--- src/sv/prc_pkg.sv ---
// Shared constants, types and the arctangent table for the point rotator.
`timescale 1ns / 1ps
`default_nettype none
package prc_pkg;

  // coordinate and angle fields
  localparam int CW            = 24;
  localparam int FRACTION_BITS = 8;
  localparam int ANG_FRAC      = 20;
  localparam int ANG_SHIFT     = ANG_FRAC - FRACTION_BITS;

  localparam int TABLE_LEN         = 24;
  localparam int CORDIC_STAGES_DEF = 16;

  // datapath widths
  localparam int XW = 32;       // cosine / sine, Q30
  localparam int ZW = 30;       // residual angle, 2^-20 degree
  localparam int DW = CW + 1;   // point minus center

  // modulo 360 degrees in input units, by reciprocal multiplication
  localparam int TURN        = 360 << FRACTION_BITS;
  localparam int TURN_W      = $clog2(TURN + 1);
  localparam int OFFSET      = (((1 << (CW - 1)) + TURN - 1) / TURN) * TURN;
  localparam int UW          = CW + 2;
  localparam int RECIP_SHIFT = 32;
  localparam longint unsigned RECIP = (64'd1 << RECIP_SHIFT) / TURN;
  localparam int RECIP_W     = $clog2(RECIP + 1);
  localparam int PW          = UW + RECIP_W;
  localparam int QW          = PW - RECIP_SHIFT;
  localparam int R0W         = TURN_W + 1;

  localparam logic signed [ZW-1:0] Z_D90  = ZW'(90 << ANG_FRAC);
  localparam logic signed [ZW-1:0] Z_D180 = ZW'(180 << ANG_FRAC);
  localparam logic signed [ZW-1:0] Z_D360 = ZW'(360 << ANG_FRAC);

  localparam logic signed [XW-1:0] GAIN_Q30 = XW'(652032874);

  // product and rounding
  localparam int PRW      = XW + DW;
  localparam int SW       = PRW + 1;
  localparam int ROUND_SH = 30;
  localparam int SXW      = SW - ROUND_SH;
  localparam int RXW      = SXW + 1;
  localparam logic signed [SW-1:0] ROUND_Q30 = SW'(64'sd536870912);

  localparam logic signed [RXW-1:0] SAT_MAX = RXW'((1 << (CW - 1)) - 1);
  localparam logic signed [RXW-1:0] SAT_MIN = -RXW'(1 << (CW - 1));

  typedef struct packed {
    logic                 v;
    logic signed [XW-1:0] x;
    logic signed [XW-1:0] y;
    logic signed [ZW-1:0] z;
    logic signed [DW-1:0] dx;
    logic signed [DW-1:0] dy;
    logic signed [CW-1:0] cx;
    logic signed [CW-1:0] cy;
  } cell_t;

  typedef struct packed {
    logic                 v;
    logic signed [CW-1:0] x;
    logic signed [CW-1:0] y;
  } res_t;

  // atan(2^-i) in degrees, 2^-20 units
  function automatic logic signed [ZW-1:0] atan_deg(input int idx);
    logic signed [ZW-1:0] a;
    case (idx)
      0:  a = ZW'(47185920);
      1:  a = ZW'(27855475);
      2:  a = ZW'(14718068);
      3:  a = ZW'(7471121);
      4:  a = ZW'(3750058);
      5:  a = ZW'(1876857);
      6:  a = ZW'(938658);
      7:  a = ZW'(469357);
      8:  a = ZW'(234682);
      9:  a = ZW'(117342);
      10: a = ZW'(58671);
      11: a = ZW'(29335);
      12: a = ZW'(14668);
      13: a = ZW'(7334);
      14: a = ZW'(3667);
      15: a = ZW'(1833);
      16: a = ZW'(917);
      17: a = ZW'(458);
      18: a = ZW'(229);
      19: a = ZW'(115);
      20: a = ZW'(57);
      21: a = ZW'(29);
      22: a = ZW'(14);
      23: a = ZW'(7);
      default: a = '0;
    endcase
    return a;
  endfunction

endpackage
`default_nettype wire

--- src/sv/prc_cell.sv ---
// One CORDIC rotation cell: a single micro-rotation per clock while en is high.
`timescale 1ns / 1ps
`default_nettype none
module prc_cell import prc_pkg::*; #(
  parameter int STAGE = 0
) (
  input  wire logic  clk,
  input  wire logic  rst,
  input  wire logic  en,
  input  wire cell_t din,
  output cell_t      dout
);

  logic signed [XW-1:0] xs, ys;
  logic signed [ZW-1:0] a;
  cell_t                d_next;

  always_comb begin
    xs     = $signed(din.x) >>> STAGE;
    ys     = $signed(din.y) >>> STAGE;
    a      = atan_deg(STAGE);
    d_next = din;
    if (!din.z[ZW-1]) begin
      d_next.x = din.x - ys;
      d_next.y = din.y + xs;
      d_next.z = din.z - a;
    end else begin
      d_next.x = din.x + ys;
      d_next.y = din.y - xs;
      d_next.z = din.z + a;
    end
  end

  always_ff @(posedge clk) begin
    if (rst) begin
      dout.v <= 1'b0;
    end else if (en) begin
      dout <= d_next;
    end
  end

endmodule
`default_nettype wire

--- config.mk ---
export PLATFORM = sky130hd
export DESIGN_NAME = prc_cell
export DESIGN_NICKNAME = d
export VERILOG_FILES = /design/src/sv/prc_pkg.sv /design/src/sv/prc_cell.sv
export SDC_FILE = /design/constraint.sdc
export NUM_CORES = 1
export LEC_CHECK = 0
export ABC_AREA = 1
export BUFFER_PORTS_ARGS = -buffer_cell sky130_fd_sc_hd__buf_2
export CAP_MARGIN = 15
export CORE_MARGIN = 2
export CORE_UTILIZATION = 54
export DETAILED_ROUTE_END_ITERATION = 6
export MAX_ROUTING_LAYER = met4
export PLACE_DENSITY = 0.86
export SLEW_MARGIN = 10
export SYNTH_ARGS = -nofsm -noshare
export SYNTH_HDL_FRONTEND = slang
export SYNTH_SLANG_ARGS = --single-unit
--- constraint.sdc ---
create_clock -name clk -period 12.4 [get_ports clk]
set_clock_uncertainty 0.05 [all_clocks]
set_input_delay 1.86 -clock clk [delete_from_list [all_inputs] [get_ports clk]]
set_output_delay 1.86 -clock clk [all_outputs]
set_load 0.1 [all_outputs]
-- Word level (Yosys, flattened, before mapping)
Cells that the tools add are included.
- output and inout bits: 193
- flip-flop bits (word level): 193
- word-level logic and storage cells: 16
- input bits: 196
- $add $sub $neg: 5
- bitwise logic cells: 1
- mux-type cells: 1
- reduce and logical (&&, ||, !) cells: 1
- operators by type and width (kind ; count):
    $mux 94 ; 1
    $sub 32x32->32 ; 2
    $add 32x32->32 ; 1
    $add 30x27->30 const B ; 1
    $sub 30x27->30 const B ; 1
    $reduce_and 2->1 ; 1
    $not 1->1 ; 1

-- Logic depth before layout (Yosys ltp)
Gate-level depths: netlist of run 1.
- depth after elaboration: 2
- depth in mapped cells: 17
- depth with buffers taken out: 16

-- Worst setup path before layout of run 1
No wires, ideal clock.
- path kind: input port to flip-flop
- start point: input en
- end point: register dout[0] in the netlist's numbering, enable pin
- slack: 1.677 ns
- path buffers: 0
- library setup time: 0.751 ns
- data arrival time: 9.922 ns
- data required time: 11.599 ns
- stages on the path: 2
- path through: inv_1 > nor2_1
- cells in the longest elaborated chain, start to end: 1
- RTL lines (what ; RTL line ; RTL):
    start: declaration ; prc_cell.sv:9 ; input wire logic en,
    $reduce_and 2->1 (no line) ; -- ;
    end signal: assignment ; prc_cell.sv:38 ; dout <= d_next;
    end: declaration ; prc_cell.sv:11 ; output cell_t dout
No other way between the ends.
A chain may end at the register's enable or synchronous reset.

==> results of run 1 <==
worst paths after layout:
kind,start,end,depth (start not counted)
setup / recovery,din[127],dout[126],12
hold / removal,dout[192],dout[192],2
setup reg to reg,dout[192],dout[192],2
hold reg to reg,dout[192],dout[192],2
layer usage:
| layer | up-vias | routed length [um] | part of all wire [%] |
|---|---|---|---|
| li1 | 6355 | - | - |
| met1 | 6236 | 19000 | 40 |
| met2 | 704 | 22700 | 48 |
| met3 | 107 | 4220 | 8.8 |
| met4 | 0 | 1890 | 3.9 |
| met5 | - | 0 | 0 |
logic make-up after synthesis:
group / synth area share (%)
compound gates: 5.75
xor+xnor: 2.06
fa+ha+maj: 9.99
buf+inv: 11.4
flops: 42.4
simple gates: 28.4
power breakdown:
group,switching [W],internal (W)
clock,0.000316,0.000300
combinational,0.000690,0.000170
sequential,0.0000163,0.000780
through the flow:
| stage | std cells | hold slack [ns] | utilization [%] |
|---|---|---|---|
| floorplan | 1786 | 0.843 | - |
| CTS | 2497 | 0.433 | 65.5 |
| detailed placement | 2465 | 0.421 | 62.9 |
| global route | 2497 | 0.461 | 65.5 |
| finish | 2498 | 0.441 | 65.5 |
| global placement | 2465 | 0.396 | 62.9 |
worst max-delay path, stage by stage:
cell and delay, ns:
buf_2 0.10, buf_4 0.34, inv_2 0.16, buf_4 0.68, ha_1 0.42, nand2_1 0.10
inv_1 0.04, a21oi_1 0.22, nor2_1 0.06, o21ai_0 0.19, nand2_1 0.10, xor2_1 0.15
cell usage in the layout (no fill, tap or decap), types with 2 or more instances in the layout:
master	n
clkinv_8	6
a21oi_1	78
and2_1	2
nor2_1	98
o21a_1	6
inv_12	2
inv_2	5
nand3b_2	2
nand3b_1	5
fa_1	4
o22ai_1	4
clkbuf_16	17
ha_1	102
nand3_1	151
inv_1	335
nor2_4	2
buf_2	388
o21ai_0	37
buf_4	2
xor2_1	31
a31oi_1	4
edfxtp_1	191
nor3_1	6
nand4_1	20
o21bai_1	10
nand2_1	622
nand2_2	11
nor2_2	8
a21o_1	2
inv_6	2
inv_8	4
o31ai_1	2
area by class of cell:
type / instances / area (um^2) / share of cell area (%)
inverter: 340 / 1280 / 7.81
multi-input combinational: 1212 / 6270 / 38.4
tap: 330 / 413 / 2.53
sequential: 192 / 5760 / 35.2
clock buffer: 17 / 425 / 2.60
antenna: 1 / 2.50 / 0.0153
timing repair buffer: 391 / 1980 / 12.1
clock inverter: 15 / 223 / 1.36
==> flow_metrics.py, run 1 <==
metrics = {
    "status": {
        "outcome": "complete, no violations",
    },
    "global_route": {
        "grt-busiest-layer": "met2",
        "grt_pass1_vias": 12669,
        "antenna_found_initial": 0,
        "grtUsageMet1_pct": 45.6,
        "grt_util_met3_pct": 6.09,
        "grt_pass1_wl_mm": 70.8,
        "met2_usage_pct": 60.4,
        "grt_usage_pct": 36.7,
        "grt-ovfl-total": 0,
        "grt_max_degree": 192,
    },
    "yosys": {
        "yosysMostFrequentCell": "nand2_1",
        "ys_seq_elements": 192,
        "synth_flop_cell": "edfxtp_1",
        "yosys-top-cells-count": "622 x nand2_1, 336 x inv_1, 191 x edfxtp_1",
        "synth_area_um2": 13600,
        "ys_warn_count": 0,
        "yosys.area.top_type": "edfxtp_1",
        "yosysSeqAreaShare_pct": 42.4,
        "syn_nets": 2088,
        "synthCells": 1786,
        "synth-async-reset-ratio_pct": 0,
        "synth_top_cell_area_share_pct": 42.2,
        "synthDistinctLibCells": 36,
        "synthTopCellsByArea": "edfxtp_1 42%, nand2_1 17%, ha_1 9.4%",
        "synth_edf_count": 191,
        "syn_avg_cell_area_um2": 7.60,
    },
    "clock_tree": {
        "clk-insertion-delay-late_ns": 0.45,
        "root_buffer": "clkbuf_16",
        "cts.htree.levels": 4,
        "cts_setup_buffers": 0,
        "tritoncts": "done",
        "tritoncts_num_sinks": 192,
        "numCtsBuffers": 17,
        "cts-resized-gates": 0,
        "ctsHoldBuffers": 0,
        "clkTransAtPathRegs_ns": 0.08,
        "cts_buffer_depth": 2,
    },
    "setup_path": {
        "cp-start-kind": "input port",
        "worst_ep_required_time_ns": 12.56,
        "r2r_slack_ns": 11.74,
        "path_class": "input port to flip-flop",
        "crit_arrival_ns": 4.44,
        "cp_max_fo": 71,
        "worstSetupEndpointType": "flip-flop",
    },
    "drt": {
        "drt_wl_total_mm": 47.7,
        "dr_total_vias": 13402,
        "detail_route.wl_per_cell_um": 19.1,
        "first_pass_iters": 6,
        "drtAntennaViolNets": 0,
        "vias_per_cell": 5.37,
        "drt_iter0_markers": 1456,
        "route.detailed.drc": 0,
    },
    "flow_run": {
        "maxCapViolations": 0,
    },
    "timing": {
        "hold_violations": 0,
        "setup_ws_ns": 8.11,
        "slew_headroom_pct": 29.8,
        "setup_viol": 0,
        "final_max_slew_viol_count": 0,
        "worstMarginPinSlew_ns": 1.05,
        "period_share_pct": 34.6,
        "period_needed_ns": 4.29,
        "timing.fmax_mhz": 233,
        "fin_tns_setup_ns": 0,
        "rsz0062_at_grt": "false",
    },
    "power": {
        "leakagePower_nw": 8.70,
        "finalPower_w": 0.00227,
        "p_per_area_nw_per_um2": 139,
        "ir_drop_mv": 0.0867,
    },
    "place": {
        "dp_hpwl_mm": 37.8,
        "port_buffers": 388,
        "pre_cts_ws_ns": 7.66,
        "gp_congestion": 0.972,
        "place_area_um2": 15700,
    },
    "floorplanning": {
        "core_area_um2": 25000,
        "fp.dieW_um": 163,
        "start_util_pct": 54.4,
        "die_h_um": 163,
        "die-area_um2": 26400,
        "io_pins": 389,
        "rows": 58,
    },
    "hold_path": {
        "hold_path.class": "flip-flop to flip-flop",
    },
    "finish": {
        "fill_cells": 2194,
        "nets": 2456,
        "post_route_cells_drive_above_1_share_pct": 20.9,
        "final_area_um2": 16300,
        "reg_top3": "dout x192",
        "syn_to_final_growth_pct": 20.4,
        "largest_register": "dout",
        "largest_reg_flops": 192,
    },
}
No activity file was read; power rests on OpenSTA's default activity.
==> run 2: changes to the inputs <==
Settings changed: CORE_UTILIZATION 54 to 48, PLACE_DENSITY 0.86 to 0.81.
Clock period 12.4 ns to 3.8 ns, I/O delays scaled along.
==> run 2 against run 1 <==
Effect of this change:
- combinational power increased to 3.3 times the previous value
- critical path depth unchanged
- routed wire length increased by 2.1%
- sequential share of layout area decreased by 0.20 points
- hold slack got worse by 0.23 ns
- highest routed layer unchanged
==> flow_metrics.py, run 2 (synthesized netlist as in run 1, its figures left out) <==
metrics = {
    "timing": {
        "final_max_slew_viol_count": 0,
        "slew_headroom_pct": 49.3,
        "worstMarginPinSlew_ns": 0.761,
        "period_share_pct": 64.8,
        "setup_viol": 0,
        "timing.fmax_mhz": 406,
        "fin_tns_setup_ns": 0,
        "hold_violations": 0,
        "setup_ws_ns": 1.34,
        "rsz0062_at_grt": "false",
        "period_needed_ns": 2.46,
    },
    "place": {
        "dp_cells": 2516,
        "dp_hpwl_mm": 39.9,
        "pre_cts_ws_ns": 0.926,
        "port_buffers": 388,
        "gp_congestion": 0.991,
    },
    "drt": {
        "first_pass_iters": 6,
        "dr_total_vias": 13266,
        "drt_wl_total_mm": 48.8,
        "drt_iter0_markers": 1113,
        "vias_per_cell": 5.20,
        "route.detailed.drc": 0,
        "drtAntennaViolNets": 0,
        "detail_route.wl_per_cell_um": 19.1,
    },
    "power": {
        "combPwrFrac_pct": 38.2,
        "pwr-share-clk_pct": 26.5,
        "switching_share_pct": 44.2,
        "ir_drop_mv": 0.345,
        "p_sw_w": 0.00325,
        "finalPower_w": 0.00736,
        "leakagePower_nw": 8.71,
        "seqPwrFrac_pct": 35.3,
        "p_int_w": 0.00411,
        "p_per_area_nw_per_um2": 448,
    },
    "floorplanning": {
        "die_h_um": 172,
        "rows": 61,
        "fp.dieW_um": 172,
        "start_util_pct": 48.9,
        "io_pins": 389,
        "core_area_um2": 27800,
        "die-area_um2": 29600,
    },
    "clock_tree": {
        "cts_setup_buffers": 0,
        "numCtsBuffers": 17,
        "clkTransAtPathRegs_ns": 0.10,
        "cts.htree.levels": 4,
        "cts_buffer_depth": 2,
        "tritoncts": "done",
        "cts-resized-gates": 0,
        "tritoncts_num_sinks": 192,
        "clk-insertion-delay-late_ns": 0.45,
        "root_buffer": "clkbuf_16",
        "ctsHoldBuffers": 0,
    },
    "status": {
        "outcome": "complete, no violations",
    },
    "setup_path": {
        "crit_arrival_ns": 2.62,
        "path_class": "input port to flip-flop",
        "cp_slowest_cell": "ha_1",
        "worst_ep_required_time_ns": 3.96,
        "cp-start-kind": "input port",
        "r2r_slack_ns": 3.19,
        "cp_common_cell": "nand2_1",
        "slowest_delay_ns": 0.55,
        "worstSetupEndpointType": "flip-flop",
        "cp_max_fo": 10,
        "crit_chain": "buf_2, inv_1, ha_1, inv_1, a21oi_1, nand2_1, nand2_1, nand2_1, a21oi_1, nand3_1, nand3_1, nand2_1",
    },
    "finish": {
        "reg_top3": "dout x192",
        "largest_reg_flops": 192,
        "nets": 2459,
        "syn_to_final_growth_pct": 21.1,
        "final_common_cell": "nand2_1",
        "final_cell_count_no_fill": 2550,
        "largest_register": "dout",
        "post_route_cells_drive_above_1_share_pct": 21.0,
        "layout_common_cells": "622 x nand2_1, 388 x buf_2, 334 x inv_1, 191 x edfxtp_1, 151 x nand3_1",
    },
    "hold_path": {
        "hold_path.class": "input port to flip-flop",
    },
    "global_route": {
        "grt-ovfl-total": 0,
        "grt_pass1_wl_mm": 71.1,
        "antenna_found_initial": 2,
        "grt_pass1_vias": 12576,
        "grt_usage_pct": 33.3,
        "grt_max_degree": 67,
    },
    "flow_run": {
        "maxCapViolations": 0,
    },
}
## run 2: power by group through the flow
| stage | Sequential, W | Clock, W | Combinational (W) |
|---|---|---|---|
| finish | 0.00260 | 0.00195 | 0.00282 |
| global route | 0.00261 | 0.00204 | 0.00299 |
| CTS | 0.00260 | 0.00197 | 0.00280 |
| detailed placement | 0.00264 | 0 | 0.00279 |
| global placement | 0.00264 | 0 | 0.00276 |
| floorplan | 0.00383 | 0 | 0.000952 |
## run 2: critical path, delay by kind of cell
family                     cells  cell delay (ns)
adders and majority gates      1             0.55
and+or+nand+nor                6             0.63
buffers and inverters          3             0.35
AOI/OAI and AO/OA              2             0.51
## run 2: per-stage QoR
| stage | hold slack [ns] | utilization [%] | cell area, um^2 |
|---|---|---|---|
| final | 0.211 | 59.2 | 16400 |
| after global routing | 0.202 | 59.2 | 16400 |
| after CTS | 0.201 | 59.2 | 16400 |
| after detailed placement | 0.404 | 56.9 | 15800 |
| after global placement | 0.400 | 56.9 | 15800 |
| after floorplan | 0.589 | - | 13600 |
## run 2: worst paths after layout
| path | from | endpoint | cells past startpoint |
|---|---|---|---|
| worst min register to register | dout[192] | dout[192] | 2 |
| worst max-delay path | din[145] | dout[190] | 12 |
| worst max register to register | dout[192] | dout[192] | 2 |
| worst min-delay path | din[68] | dout[68] | 1 |
## run 2: area by class of cell
cell class                 instances  area [um^2]
fill                            2616        11300
multi-input combinational       1212         6270
sequential                       192         5760
timing repair buffer             394         2020
inverter                         340         1290
tap                              378          473
clock buffer                      17          425
clock inverter                    15          195
antenna                            2         5.00
## run 2: layer usage
layer / share of wire, % / global-route usage [%]
met3: 8.7 / 6.91
met1: 40 / 40.2
met5: 0 / -
met2: 47 / 53.8
met4: 4.6 / 15.6
